--- config.mk ---
export PLATFORM = sky130hd
export DESIGN_NAME = button_mode_wave_led_pattern_top_flat
export DESIGN_NICKNAME = d
export VERILOG_FILES = /design/src/hw/rtl/bmwlp_pkg.sv /design/src/hw/rtl/bmwlp_if.sv /design/src/hw/rtl/button_mode_wave_led_pattern_top.sv /design/src/flat_wrapper.sv
export SDC_FILE = /design/constraint.sdc
export NUM_CORES = 1
export LEC_CHECK = 0
export BUFFER_PORTS_ARGS = -buffer_cell sky130_fd_sc_hd__buf_2
export CORE_ASPECT_RATIO = 2
export CORE_MARGIN = 8
export CORE_UTILIZATION = 55
export CTS_BUF_LIST = sky130_fd_sc_hd__clkbuf_8
export DETAILED_ROUTE_END_ITERATION = 8
export GPL_TIMING_DRIVEN = 0
export PLACE_DENSITY = 0.81
export SYNTH_ARGS = -nofsm -noshare
export SYNTH_HDL_FRONTEND = slang
export SYNTH_SLANG_ARGS = --single-unit
--- constraint.sdc ---
create_clock -name clk -period 24.3 [get_ports clk]
set_input_delay 6.075 -clock clk [delete_from_list [all_inputs] [get_ports clk]]
set_output_delay 6.075 -clock clk [all_outputs]
set_load 0.01 [all_outputs]
--- src/hw/rtl/bmwlp_pkg.sv ---
// Types, constants and wave tables for the button mode / wave LED pattern block.
// No dependencies; used by the top level and the testbench.
package bmwlp_pkg;

  // Command codes on the request channel
  localparam logic [2:0] CMD_TICK    = 3'd0;
  localparam logic [2:0] CMD_PIN     = 3'd1;
  localparam logic [2:0] CMD_RESTORE = 3'd2;
  localparam logic [2:0] CMD_FRAME   = 3'd3;
  localparam logic [2:0] CMD_PIXEL   = 3'd4;

  // Result kinds
  localparam logic KIND_PIXEL = 1'b0;
  localparam logic KIND_STORE = 1'b1;

  // Configuration register map (byte addresses)
  localparam int unsigned PADDR_W = 3;
  localparam logic [PADDR_W-1:0] ADDR_LONG_PRESS  = 3'd0;
  localparam logic [PADDR_W-1:0] ADDR_SHORT_PRESS = 3'd4;
  localparam logic [7:0] LONG_PRESS_RESET  = 8'd50;
  localparam logic [7:0] SHORT_PRESS_RESET = 8'd3;

  // Pattern geometry
  localparam int unsigned WAVE_STEPS = 24;
  localparam int unsigned TABLE_LEN  = 24;
  localparam int unsigned SAVE_CELLS = 64;
  localparam int unsigned MODE_TOTAL = 9;
  localparam logic [7:0] EMPTY_CELL  = 8'hFF;
  localparam logic [7:0] TICK_MAX    = 8'hFF;

  // Reciprocal for the phase wrap: q = (sum * WAVE_RECIP) >> RECIP_SHIFT
  localparam int unsigned RECIP_SHIFT = 16;
  localparam int unsigned WAVE_RECIP  = ((1 << RECIP_SHIFT) + WAVE_STEPS - 1) / WAVE_STEPS;

  // Colour channel codes
  typedef enum logic [1:0] {
    CH_RED   = 2'd0,
    CH_GREEN = 2'd1,
    CH_BLUE  = 2'd2,
    CH_NONE  = 2'd3
  } chan_t;

  typedef struct packed {
    logic       kind;
    logic [7:0] red;
    logic [7:0] green;
    logic [7:0] blue;
    logic [5:0] store_address;
    logic [7:0] store_data;
    logic       last;
  } result_t;

  function automatic logic [7:0] hard_wave(input logic [4:0] pos);
    logic [7:0] v;
    case (pos)
      5'd0:  v = 8'd0;   5'd1:  v = 8'd5;   5'd2:  v = 8'd15;  5'd3:  v = 8'd30;
      5'd4:  v = 8'd60;  5'd5:  v = 8'd100; 5'd6:  v = 8'd150; 5'd7:  v = 8'd200;
      5'd8:  v = 8'd240; 5'd9:  v = 8'd255; 5'd10: v = 8'd255; 5'd11: v = 8'd240;
      5'd12: v = 8'd220; 5'd13: v = 8'd200; 5'd14: v = 8'd170; 5'd15: v = 8'd140;
      5'd16: v = 8'd110; 5'd17: v = 8'd80;  5'd18: v = 8'd55;  5'd19: v = 8'd35;
      5'd20: v = 8'd20;  5'd21: v = 8'd10;  5'd22: v = 8'd5;   5'd23: v = 8'd0;
      default: v = 8'd0;
    endcase
    return v;
  endfunction

  function automatic logic [7:0] soft_wave(input logic [4:0] pos);
    logic [7:0] v;
    case (pos)
      5'd0:  v = 8'd0;   5'd1:  v = 8'd0;   5'd2:  v = 8'd2;   5'd3:  v = 8'd5;
      5'd4:  v = 8'd10;  5'd5:  v = 8'd20;  5'd6:  v = 8'd40;  5'd7:  v = 8'd80;
      5'd8:  v = 8'd120; 5'd9:  v = 8'd160; 5'd10: v = 8'd180; 5'd11: v = 8'd160;
      5'd12: v = 8'd140; 5'd13: v = 8'd110; 5'd14: v = 8'd80;  5'd15: v = 8'd50;
      5'd16: v = 8'd30;  5'd17: v = 8'd15;  5'd18: v = 8'd8;   5'd19: v = 8'd3;
      5'd20: v = 8'd1;   5'd21: v = 8'd0;   5'd22: v = 8'd0;   5'd23: v = 8'd0;
      default: v = 8'd0;
    endcase
    return v;
  endfunction

  // Soft-wave channel per mode
  function automatic chan_t mode_soft(input logic [3:0] m);
    chan_t c;
    case (m) inside
      4'd0, 4'd3, 4'd6: c = CH_GREEN;
      4'd1, 4'd4, 4'd7: c = CH_RED;
      default:          c = CH_BLUE;
    endcase
    return c;
  endfunction

  // Hard-wave channel per mode
  function automatic chan_t mode_hard(input logic [3:0] m);
    chan_t c;
    case (m) inside
      4'd3, 4'd5: c = CH_RED;
      4'd4, 4'd6: c = CH_BLUE;
      4'd7, 4'd8: c = CH_GREEN;
      default:    c = CH_NONE;
    endcase
    return c;
  endfunction

endpackage

--- src/hw/rtl/bmwlp_if.sv ---
// Valid/ready channel interfaces for requests and results.
// No dependencies; the result fields mirror the result record in bmwlp_pkg.
interface bmwlp_req_if;
  logic       valid;
  logic       ready;
  logic [2:0] command;
  logic       pin_released;
  logic [5:0] cell_address;
  logic [7:0] cell_value;
  logic [6:0] pixel_index;

  modport source (output valid, command, pin_released, cell_address, cell_value,
                  pixel_index, input ready);
  modport sink (input valid, command, pin_released, cell_address, cell_value,
                pixel_index, output ready);
endinterface

interface bmwlp_rsp_if;
  logic       valid;
  logic       ready;
  logic       kind;
  logic [7:0] red;
  logic [7:0] green;
  logic [7:0] blue;
  logic [5:0] store_address;
  logic [7:0] store_data;
  logic       last;

  modport source (output valid, kind, red, green, blue, store_address, store_data,
                  last, input ready);
  modport sink (input valid, kind, red, green, blue, store_address, store_data,
                last, output ready);
endinterface

--- src/hw/rtl/button_mode_wave_led_pattern_top.sv ---
// Button mode selector and wave pattern source, top level.
// Each result beat is written into a four-entry result queue as its request is taken.
// Throughput: one request per cycle while two queue slots are free (request ready
// only then); a long press yields two beats, drained one per cycle while rsp.ready.
// Reset (rst, synchronous): state and queue cleared, press thresholds to 50 and 3.
// Depends on bmwlp_pkg and bmwlp_if.
module button_mode_wave_led_pattern_top
  import bmwlp_pkg::*;
(
  input  logic               clk,
  input  logic               rst,
  bmwlp_req_if.sink          req,
  bmwlp_rsp_if.source        rsp,
  input  logic               psel,
  input  logic               penable,
  input  logic               pwrite,
  input  logic [PADDR_W-1:0] paddr,
  input  logic [31:0]        pwdata,
  output logic [31:0]        prdata,
  output logic               pready
);

  localparam int unsigned QDEPTH = 4;
  localparam int unsigned QPTR_W = $clog2(QDEPTH);
  localparam int unsigned QCNT_W = $clog2(QDEPTH + 1);

  // Configuration
  logic [7:0] long_press_ticks;
  logic [7:0] short_press_ticks;

  // Block state
  logic [7:0] press_ticks, press_ticks_next;
  logic [3:0] mode_number, mode_number_next;
  logic [5:0] ring_position, ring_position_next;
  logic [3:0] preview_left, preview_left_next;
  logic [3:0] frame_mode, frame_mode_next;
  logic [4:0] wave_phase, wave_phase_next;
  logic       frame_begun, frame_begun_next;

  // Result queue
  result_t             queue [QDEPTH];
  logic [QPTR_W-1:0]   wr_ptr, rd_ptr;
  logic [QCNT_W-1:0]   count;
  result_t             res0, res1;
  logic [1:0]          push_n;
  logic                accept, pop;

  // Pixel path
  logic [7:0]  phase_sum;
  logic [24:0] recip_prod;
  logic [7:0]  quot;
  logic [7:0]  rem_raw;
  logic [7:0]  rem_fix;
  logic [4:0]  pos;
  logic [3:0]  pix_mode;
  logic [7:0]  soft_val, hard_val;
  chan_t       soft_ch, hard_ch;
  logic [5:0]  ring_inc;

  // APB
  assign pready = 1'b1;

  always_comb begin
    unique case (paddr)
      ADDR_LONG_PRESS:  prdata = {24'd0, long_press_ticks};
      ADDR_SHORT_PRESS: prdata = {24'd0, short_press_ticks};
      default:          prdata = 32'd0;
    endcase
  end

  always_ff @(posedge clk) begin
    if (rst) begin
      long_press_ticks  <= LONG_PRESS_RESET;
      short_press_ticks <= SHORT_PRESS_RESET;
    end else if (psel && penable && pwrite && pready) begin
      if (paddr == ADDR_LONG_PRESS)  long_press_ticks  <= pwdata[7:0];
      if (paddr == ADDR_SHORT_PRESS) short_press_ticks <= pwdata[7:0];
    end
  end

  // Handshake
  assign req.ready = (count <= QCNT_W'(QDEPTH - 2));
  assign accept    = req.valid && req.ready;
  assign rsp.valid = (count != '0);
  assign pop       = rsp.valid && rsp.ready;

  assign rsp.kind          = queue[rd_ptr].kind;
  assign rsp.red           = queue[rd_ptr].red;
  assign rsp.green         = queue[rd_ptr].green;
  assign rsp.blue          = queue[rd_ptr].blue;
  assign rsp.store_address = queue[rd_ptr].store_address;
  assign rsp.store_data    = queue[rd_ptr].store_data;
  assign rsp.last          = queue[rd_ptr].last;

  // Table position: (pixel_index + wave_phase) mod WAVE_STEPS by reciprocal
  always_comb begin
    phase_sum  = {1'b0, req.pixel_index} + {3'd0, wave_phase};
    recip_prod = 25'(phase_sum) * 25'(WAVE_RECIP);
    quot       = recip_prod[RECIP_SHIFT +: 8];
    rem_raw    = phase_sum - 8'(quot * 8'(WAVE_STEPS));
    rem_fix    = (rem_raw >= 8'(WAVE_STEPS)) ? rem_raw - 8'(WAVE_STEPS) : rem_raw;
    pos        = rem_fix[4:0];
    pix_mode   = (frame_mode < 4'(MODE_TOTAL)) ? frame_mode : 4'd0;
    soft_ch    = mode_soft(pix_mode);
    hard_ch    = mode_hard(pix_mode);
    soft_val   = (rem_fix < 8'(TABLE_LEN)) ? soft_wave(pos) : 8'd0;
    hard_val   = (rem_fix < 8'(TABLE_LEN)) ? hard_wave(pos) : 8'd0;
    ring_inc   = (ring_position == 6'(SAVE_CELLS - 1)) ? 6'd0 : ring_position + 6'd1;
  end

  // Command decode and next state
  always_comb begin
    press_ticks_next   = press_ticks;
    mode_number_next   = mode_number;
    ring_position_next = ring_position;
    preview_left_next  = preview_left;
    frame_mode_next    = frame_mode;
    wave_phase_next    = wave_phase;
    frame_begun_next   = frame_begun;
    res0               = '0;
    res1               = '0;
    push_n             = 2'd0;

    if (accept) begin
      unique case (req.command)
        CMD_TICK: begin
          if (press_ticks != TICK_MAX) press_ticks_next = press_ticks + 8'd1;
        end
        CMD_PIN: begin
          if (req.pin_released) begin
            if (press_ticks > long_press_ticks) begin
              // erase the old cell, then save the mode in the next one
              ring_position_next  = ring_inc;
              res0.kind           = KIND_STORE;
              res0.store_address  = ring_position;
              res0.store_data     = EMPTY_CELL;
              res1.kind           = KIND_STORE;
              res1.store_address  = ring_inc;
              res1.store_data     = {4'd0, mode_number};
              res1.last           = 1'b1;
              preview_left_next   = 4'(MODE_TOTAL);
              push_n              = 2'd2;
            end else if (press_ticks > short_press_ticks) begin
              mode_number_next = (mode_number >= 4'(MODE_TOTAL - 1)) ? 4'd0
                                                                      : mode_number + 4'd1;
            end
          end
          press_ticks_next = 8'd0;
        end
        CMD_RESTORE: begin
          if (req.cell_value != EMPTY_CELL) begin
            ring_position_next = req.cell_address;
            mode_number_next   = (req.cell_value >= 8'(MODE_TOTAL)) ? 4'd0
                                                                    : req.cell_value[3:0];
          end
        end
        CMD_FRAME: begin
          // advance the phase past the previous frame, if there was one
          if (frame_begun) begin
            wave_phase_next = (wave_phase >= 5'(WAVE_STEPS - 1)) ? 5'd0 : wave_phase + 5'd1;
          end
          frame_begun_next = 1'b1;
          if (preview_left != 4'd0) begin
            preview_left_next = preview_left - 4'd1;
            frame_mode_next   = preview_left - 4'd1;
          end else begin
            frame_mode_next = mode_number;
          end
        end
        CMD_PIXEL: begin
          res0.kind = KIND_PIXEL;
          case (soft_ch)
            CH_RED:   res0.red   = soft_val;
            CH_GREEN: res0.green = soft_val;
            CH_BLUE:  res0.blue  = soft_val;
            default:  ;
          endcase
          case (hard_ch)
            CH_RED:   res0.red   = hard_val;
            CH_GREEN: res0.green = hard_val;
            CH_BLUE:  res0.blue  = hard_val;
            default:  ;
          endcase
          res0.last = 1'b1;
          push_n    = 2'd1;
        end
        default: ;
      endcase
    end
  end

  always_ff @(posedge clk) begin
    if (rst) begin
      press_ticks   <= '0;
      mode_number   <= '0;
      ring_position <= '0;
      preview_left  <= '0;
      frame_mode    <= '0;
      wave_phase    <= '0;
      frame_begun   <= 1'b0;
      wr_ptr        <= '0;
      rd_ptr        <= '0;
      count         <= '0;
    end else begin
      press_ticks   <= press_ticks_next;
      mode_number   <= mode_number_next;
      ring_position <= ring_position_next;
      preview_left  <= preview_left_next;
      frame_mode    <= frame_mode_next;
      wave_phase    <= wave_phase_next;
      frame_begun   <= frame_begun_next;
      wr_ptr        <= wr_ptr + QPTR_W'(push_n);
      if (pop) rd_ptr <= rd_ptr + QPTR_W'(1);
      count         <= count + QCNT_W'(push_n) - QCNT_W'(pop);
    end
  end

  // Queue payload, no reset needed
  always_ff @(posedge clk) begin
    if (push_n != 2'd0) queue[wr_ptr] <= res0;
    if (push_n == 2'd2) queue[wr_ptr + QPTR_W'(1)] <= res1;
  end

endmodule

--- src/flat_wrapper.sv ---
// flat-port wrapper written by rule: the top's interface ports become plain ports
module button_mode_wave_led_pattern_top_flat import bmwlp_pkg::*;
  (clk, rst, psel, penable, pwrite, paddr, pwdata, prdata, pready, req_valid, req_command, req_pin_released, req_cell_address, req_cell_value, req_pixel_index, req_ready, rsp_valid, rsp_kind, rsp_red, rsp_green, rsp_blue, rsp_store_address, rsp_store_data, rsp_last, rsp_ready);
  bmwlp_req_if req_i ();
  bmwlp_rsp_if rsp_i ();
  input  logic clk;
  input  logic rst;
  input  logic psel;
  input  logic penable;
  input  logic pwrite;
  input  logic [PADDR_W-1:0] paddr;
  input  logic [31:0] pwdata;
  output logic [31:0] prdata;
  output logic pready;
  input wire logic [$bits(req_i.valid)-1:0] req_valid;
  input wire logic [$bits(req_i.command)-1:0] req_command;
  input wire logic [$bits(req_i.pin_released)-1:0] req_pin_released;
  input wire logic [$bits(req_i.cell_address)-1:0] req_cell_address;
  input wire logic [$bits(req_i.cell_value)-1:0] req_cell_value;
  input wire logic [$bits(req_i.pixel_index)-1:0] req_pixel_index;
  output wire logic [$bits(req_i.ready)-1:0] req_ready;
  output wire logic [$bits(rsp_i.valid)-1:0] rsp_valid;
  output wire logic [$bits(rsp_i.kind)-1:0] rsp_kind;
  output wire logic [$bits(rsp_i.red)-1:0] rsp_red;
  output wire logic [$bits(rsp_i.green)-1:0] rsp_green;
  output wire logic [$bits(rsp_i.blue)-1:0] rsp_blue;
  output wire logic [$bits(rsp_i.store_address)-1:0] rsp_store_address;
  output wire logic [$bits(rsp_i.store_data)-1:0] rsp_store_data;
  output wire logic [$bits(rsp_i.last)-1:0] rsp_last;
  input wire logic [$bits(rsp_i.ready)-1:0] rsp_ready;
  assign req_i.valid = req_valid;
  assign req_i.command = req_command;
  assign req_i.pin_released = req_pin_released;
  assign req_i.cell_address = req_cell_address;
  assign req_i.cell_value = req_cell_value;
  assign req_i.pixel_index = req_pixel_index;
  assign req_ready = req_i.ready;
  assign rsp_valid = rsp_i.valid;
  assign rsp_kind = rsp_i.kind;
  assign rsp_red = rsp_i.red;
  assign rsp_green = rsp_i.green;
  assign rsp_blue = rsp_i.blue;
  assign rsp_store_address = rsp_i.store_address;
  assign rsp_store_data = rsp_i.store_data;
  assign rsp_last = rsp_i.last;
  assign rsp_i.ready = rsp_ready;
  button_mode_wave_led_pattern_top u_core (.clk(clk), .rst(rst), .req(req_i), .rsp(rsp_i), .psel(psel), .penable(penable), .pwrite(pwrite), .paddr(paddr), .pwdata(pwdata), .prdata(prdata), .pready(pready));
endmodule
==> reports/metrics.cfg <==
[grt]
grt_first_pass_wirelength_um = 57400
antenna_found_initial = 0
grt_usage = 0.231
grt-ovfl-total = 0
grt_max_degree = 16
first_global_vias = 11450

[finish]
syn_to_final_growth_pct = 11.3
diodes = 0
nNetsFinal = 1797
finalNonFillerCells = 1925
layout-drive-gt1-share = 0.150

[yosys]
yosys_register_bits = 205
yosysTopAreaCellShare = 0.235
syn_inst = 1471
synthFlopType = dfxtp_1
ys_seq_area_frac = 0.342
synth_area_per_cell_um2 = 9.11
synth_cell_types = 96
synth_edf_count = 48
async_flop_share = 0
yosys_warnings = 0
syn-cell-area_um2 = 13400
synth_top_cell_by_area = dfxtp_1
synth_area_leaders = dfxtp_1 (23%), edfxtp_1 (11%), ha_1 (8.9%)

[clocking]
cts_sinks = 205
cts_made_buffers = 30
cts_tree = yes
clock_latency_ns = 0.57
clockBufferDepth = 3
cts_hold_buf = 0
htree_levels = 1
cts-root-buf = clkbuf_8
cts_resized = 0
post-cts-setup-buffers = 0
clk_pin_slew_ns = 0.07

[route]
totalWireLength_um = 35300
wire_per_inst_um = 18.3
post-route-drc-count = 0
antenna_left = 0
vias = 11807
drt_first_pass_iters = 6
drtIter0Drc = 1075
vias_per_cell = 6.13

[status]
status = complete, no violations

[sta]
finalHoldViolCount = 0
fmax_mhz = 63.8
fin_crit_sh = 0.645
setup_tns_ns = 0
setup_violations = 0
clock_skew_ns = 0.0149
timing.hold.ws_ns = 0.448
slew_violations = 0
rsz0062_at_grt = no
worstMarginPinSlew_ns = 1.45
post-route-min-period_ns = 15.67
slew_headroom = 0.0235

[worst_setup_path]
critPathMaxFanout = 13
crit_slowest_cell = a222oi_1
slowest_delay_ns = 0.73
crit_top_cell = ha_1
worst_ep_required_time_ns = 24.74
worstSetupEndpointType = flip-flop
critPathLaunchType = input pin
path_class = input pin to flip-flop
arrival_ns = 16.11

[die]
core_um2 = 24200
io_pins = 142
die_h_um = 237
die_w_um = 126
dieArea_um2 = 29900
initial_core_util = 0.553
row_count = 81

[placement]
dp_cells = 1874
post-dp-hpwl_um = 26600
gp_congestion = 0.976
io_buffers = 90

[power]
cellLeakagePower_nw = 6.28
vdd_ir_drop_max_mv = 0.139
powerDensity_nw_per_um2 = 98.2

[hold_path]
hp-class = flip-flop to flip-flop

[flow_run]
cap_viol_max_count = 0

-- path summary, 6_finish.rpt --
path	from	end	cells after the start	slack [ns]
hold reg to reg	u_core.queue[1][28]	u_core.queue[1][28]	2	0.45
setup / recovery	req_pixel_index[0]	u_core.queue[2][37]	40	8.63
hold / removal	u_core.queue[1][28]	u_core.queue[1][28]	2	0.45
setup reg to reg	u_core.wave_phase[0]	u_core.queue[2][37]	39	13.77
-- Yosys cell counts, types with 5 or more instances --
| cell type | number |
|---|---|
| a211o_1 | 7 |
| a211oi_1 | 14 |
| a21o_1 | 13 |
| a21oi_1 | 61 |
| a22o_1 | 28 |
| a22oi_1 | 5 |
| a31oi_1 | 7 |
| a32oi_1 | 10 |
| and3_1 | 7 |
| buf_1 | 7 |
| buf_4 | 30 |
| clkbuf_1 | 62 |
| dfxtp_1 | 157 |
| edfxtp_1 | 48 |
| fa_1 | 19 |
| ha_1 | 95 |
| inv_1 | 90 |
| mux2_2 | 5 |
| mux2i_1 | 33 |
| mux4_2 | 37 |
| nand2_1 | 196 |
| nand2b_1 | 14 |
| nand3_1 | 47 |
| nand3b_1 | 5 |
| nand4_1 | 12 |
| nor2_1 | 129 |
| nor2b_1 | 15 |
| nor3_1 | 19 |
| nor3b_1 | 7 |
| o211ai_1 | 14 |
| o21a_1 | 9 |
| o21ai_0 | 74 |
| o21ai_1 | 10 |
| o221ai_1 | 41 |
| or2_2 | 7 |
| or3_1 | 6 |
| xnor2_1 | 19 |
| xor2_1 | 12 |
-- worst max-delay path, delay by kind of cell --
family | cells | cell delay [ns]
adder cells (fa/ha/maj) | 9 | 3.30
AO/OA/AOI/OAI | 8 | 2.10
buffers and inverters | 7 | 1.30
multiplexers | 2 | 0.40
XOR/XNOR | 4 | 1.06
AND/OR/NAND/NOR | 10 | 1.84
-- cell families (layout without fill, tap and decap cells) --
group | Yosys count | after routing | share of synthesized area
AOI/OAI and AO/OA | 351 | 351 | 0.188
other | 2 | 25 | 0.000560
muxes | 79 | 79 | 0.0960
and+or+nand+nor | 488 | 488 | 0.166
xor gates and xnor gates | 34 | 34 | 0.0247
DFF | 205 | 205 | 0.342
buffers and inverters | 198 | 339 | 0.0654
adders and majority gates | 114 | 114 | 0.117
-- routing by layer --
metal  up-vias  part of all wire  GRT usage
met5         -                 0          0
met4         0             0.032     0.0822
met3        90             0.071     0.0336
met2       564              0.49      0.399
met1      5559              0.41      0.284
li1       5594                 -          -
-- power by group --
| part | internal [mW] | switching [mW] | total [mW] |
|---|---|---|---|
| logic | 0.284 | 0.526 | 0.810 |
| clock network | 0.156 | 0.131 | 0.287 |
| registers | 0.359 | 0.00708 | 0.366 |
-- per-stage QoR --
stage / area (um2) / worst slack (ns) / utilization / power (mW)
4_1_cts: 14900 / 8.67 / 0.615 / 1.45
6_report: 14900 / 8.63 / 0.615 / 1.46
5_1_grt: 14900 / 7.83 / 0.615 / 1.55
2_1_floorplan: 13500 / 9.74 / - / 0.969
3_5_place_dp: 14300 / 8.08 / 0.590 / 1.17
3_3_place_gp: 14300 / 8.19 / 0.590 / 1.16
-- layout by cell type, fill, tap and decap left out, types with 12 or more instances in the layout --
cell,instances
a211oi_1,14
a21o_1,13
a21oi_1,61
a22o_1,28
buf_2,94
buf_4,30
clkbuf_1,62
clkbuf_8,33
conb_1,25
dfxtp_1,157
edfxtp_1,48
fa_1,19
ha_1,95
inv_1,98
mux2i_1,33
mux4_2,37
nand2_1,196
nand2b_1,14
nand3_1,47
nand4_1,12
nor2_1,129
nor2b_1,15
nor3_1,19
o211ai_1,14
o21ai_0,74
o221ai_1,41
xnor2_1,19
xor2_1,12
-- final cells by class --
cell class | instances | area [um2]
clock buffers | 33 | 454
well taps | 290 | 363
inverters | 93 | 349
plain buffers | 105 | 527
clock inverters | 18 | 155
repair buffers | 90 | 450
multi-input cells | 1091 | 8030
flip-flops and latches | 205 | 4580
fillers | 2045 | 9310
-- registers in the layout (all words and copies together) (netlist names), named ones only --
name	cells
u_core.press_ticks	8
u_core.short_press_ticks	8
u_core.queue	148
u_core.count	3
u_core.ring_position	6
u_core.wave_phase	5
u_core.rd_ptr	2
u_core.wr_ptr	2
u_core.preview_left	4
u_core.long_press_ticks	8
u_core.frame_begun	1
u_core.mode_number	4
u_core.frame_mode	4
(Power assumes the default switching activity.)
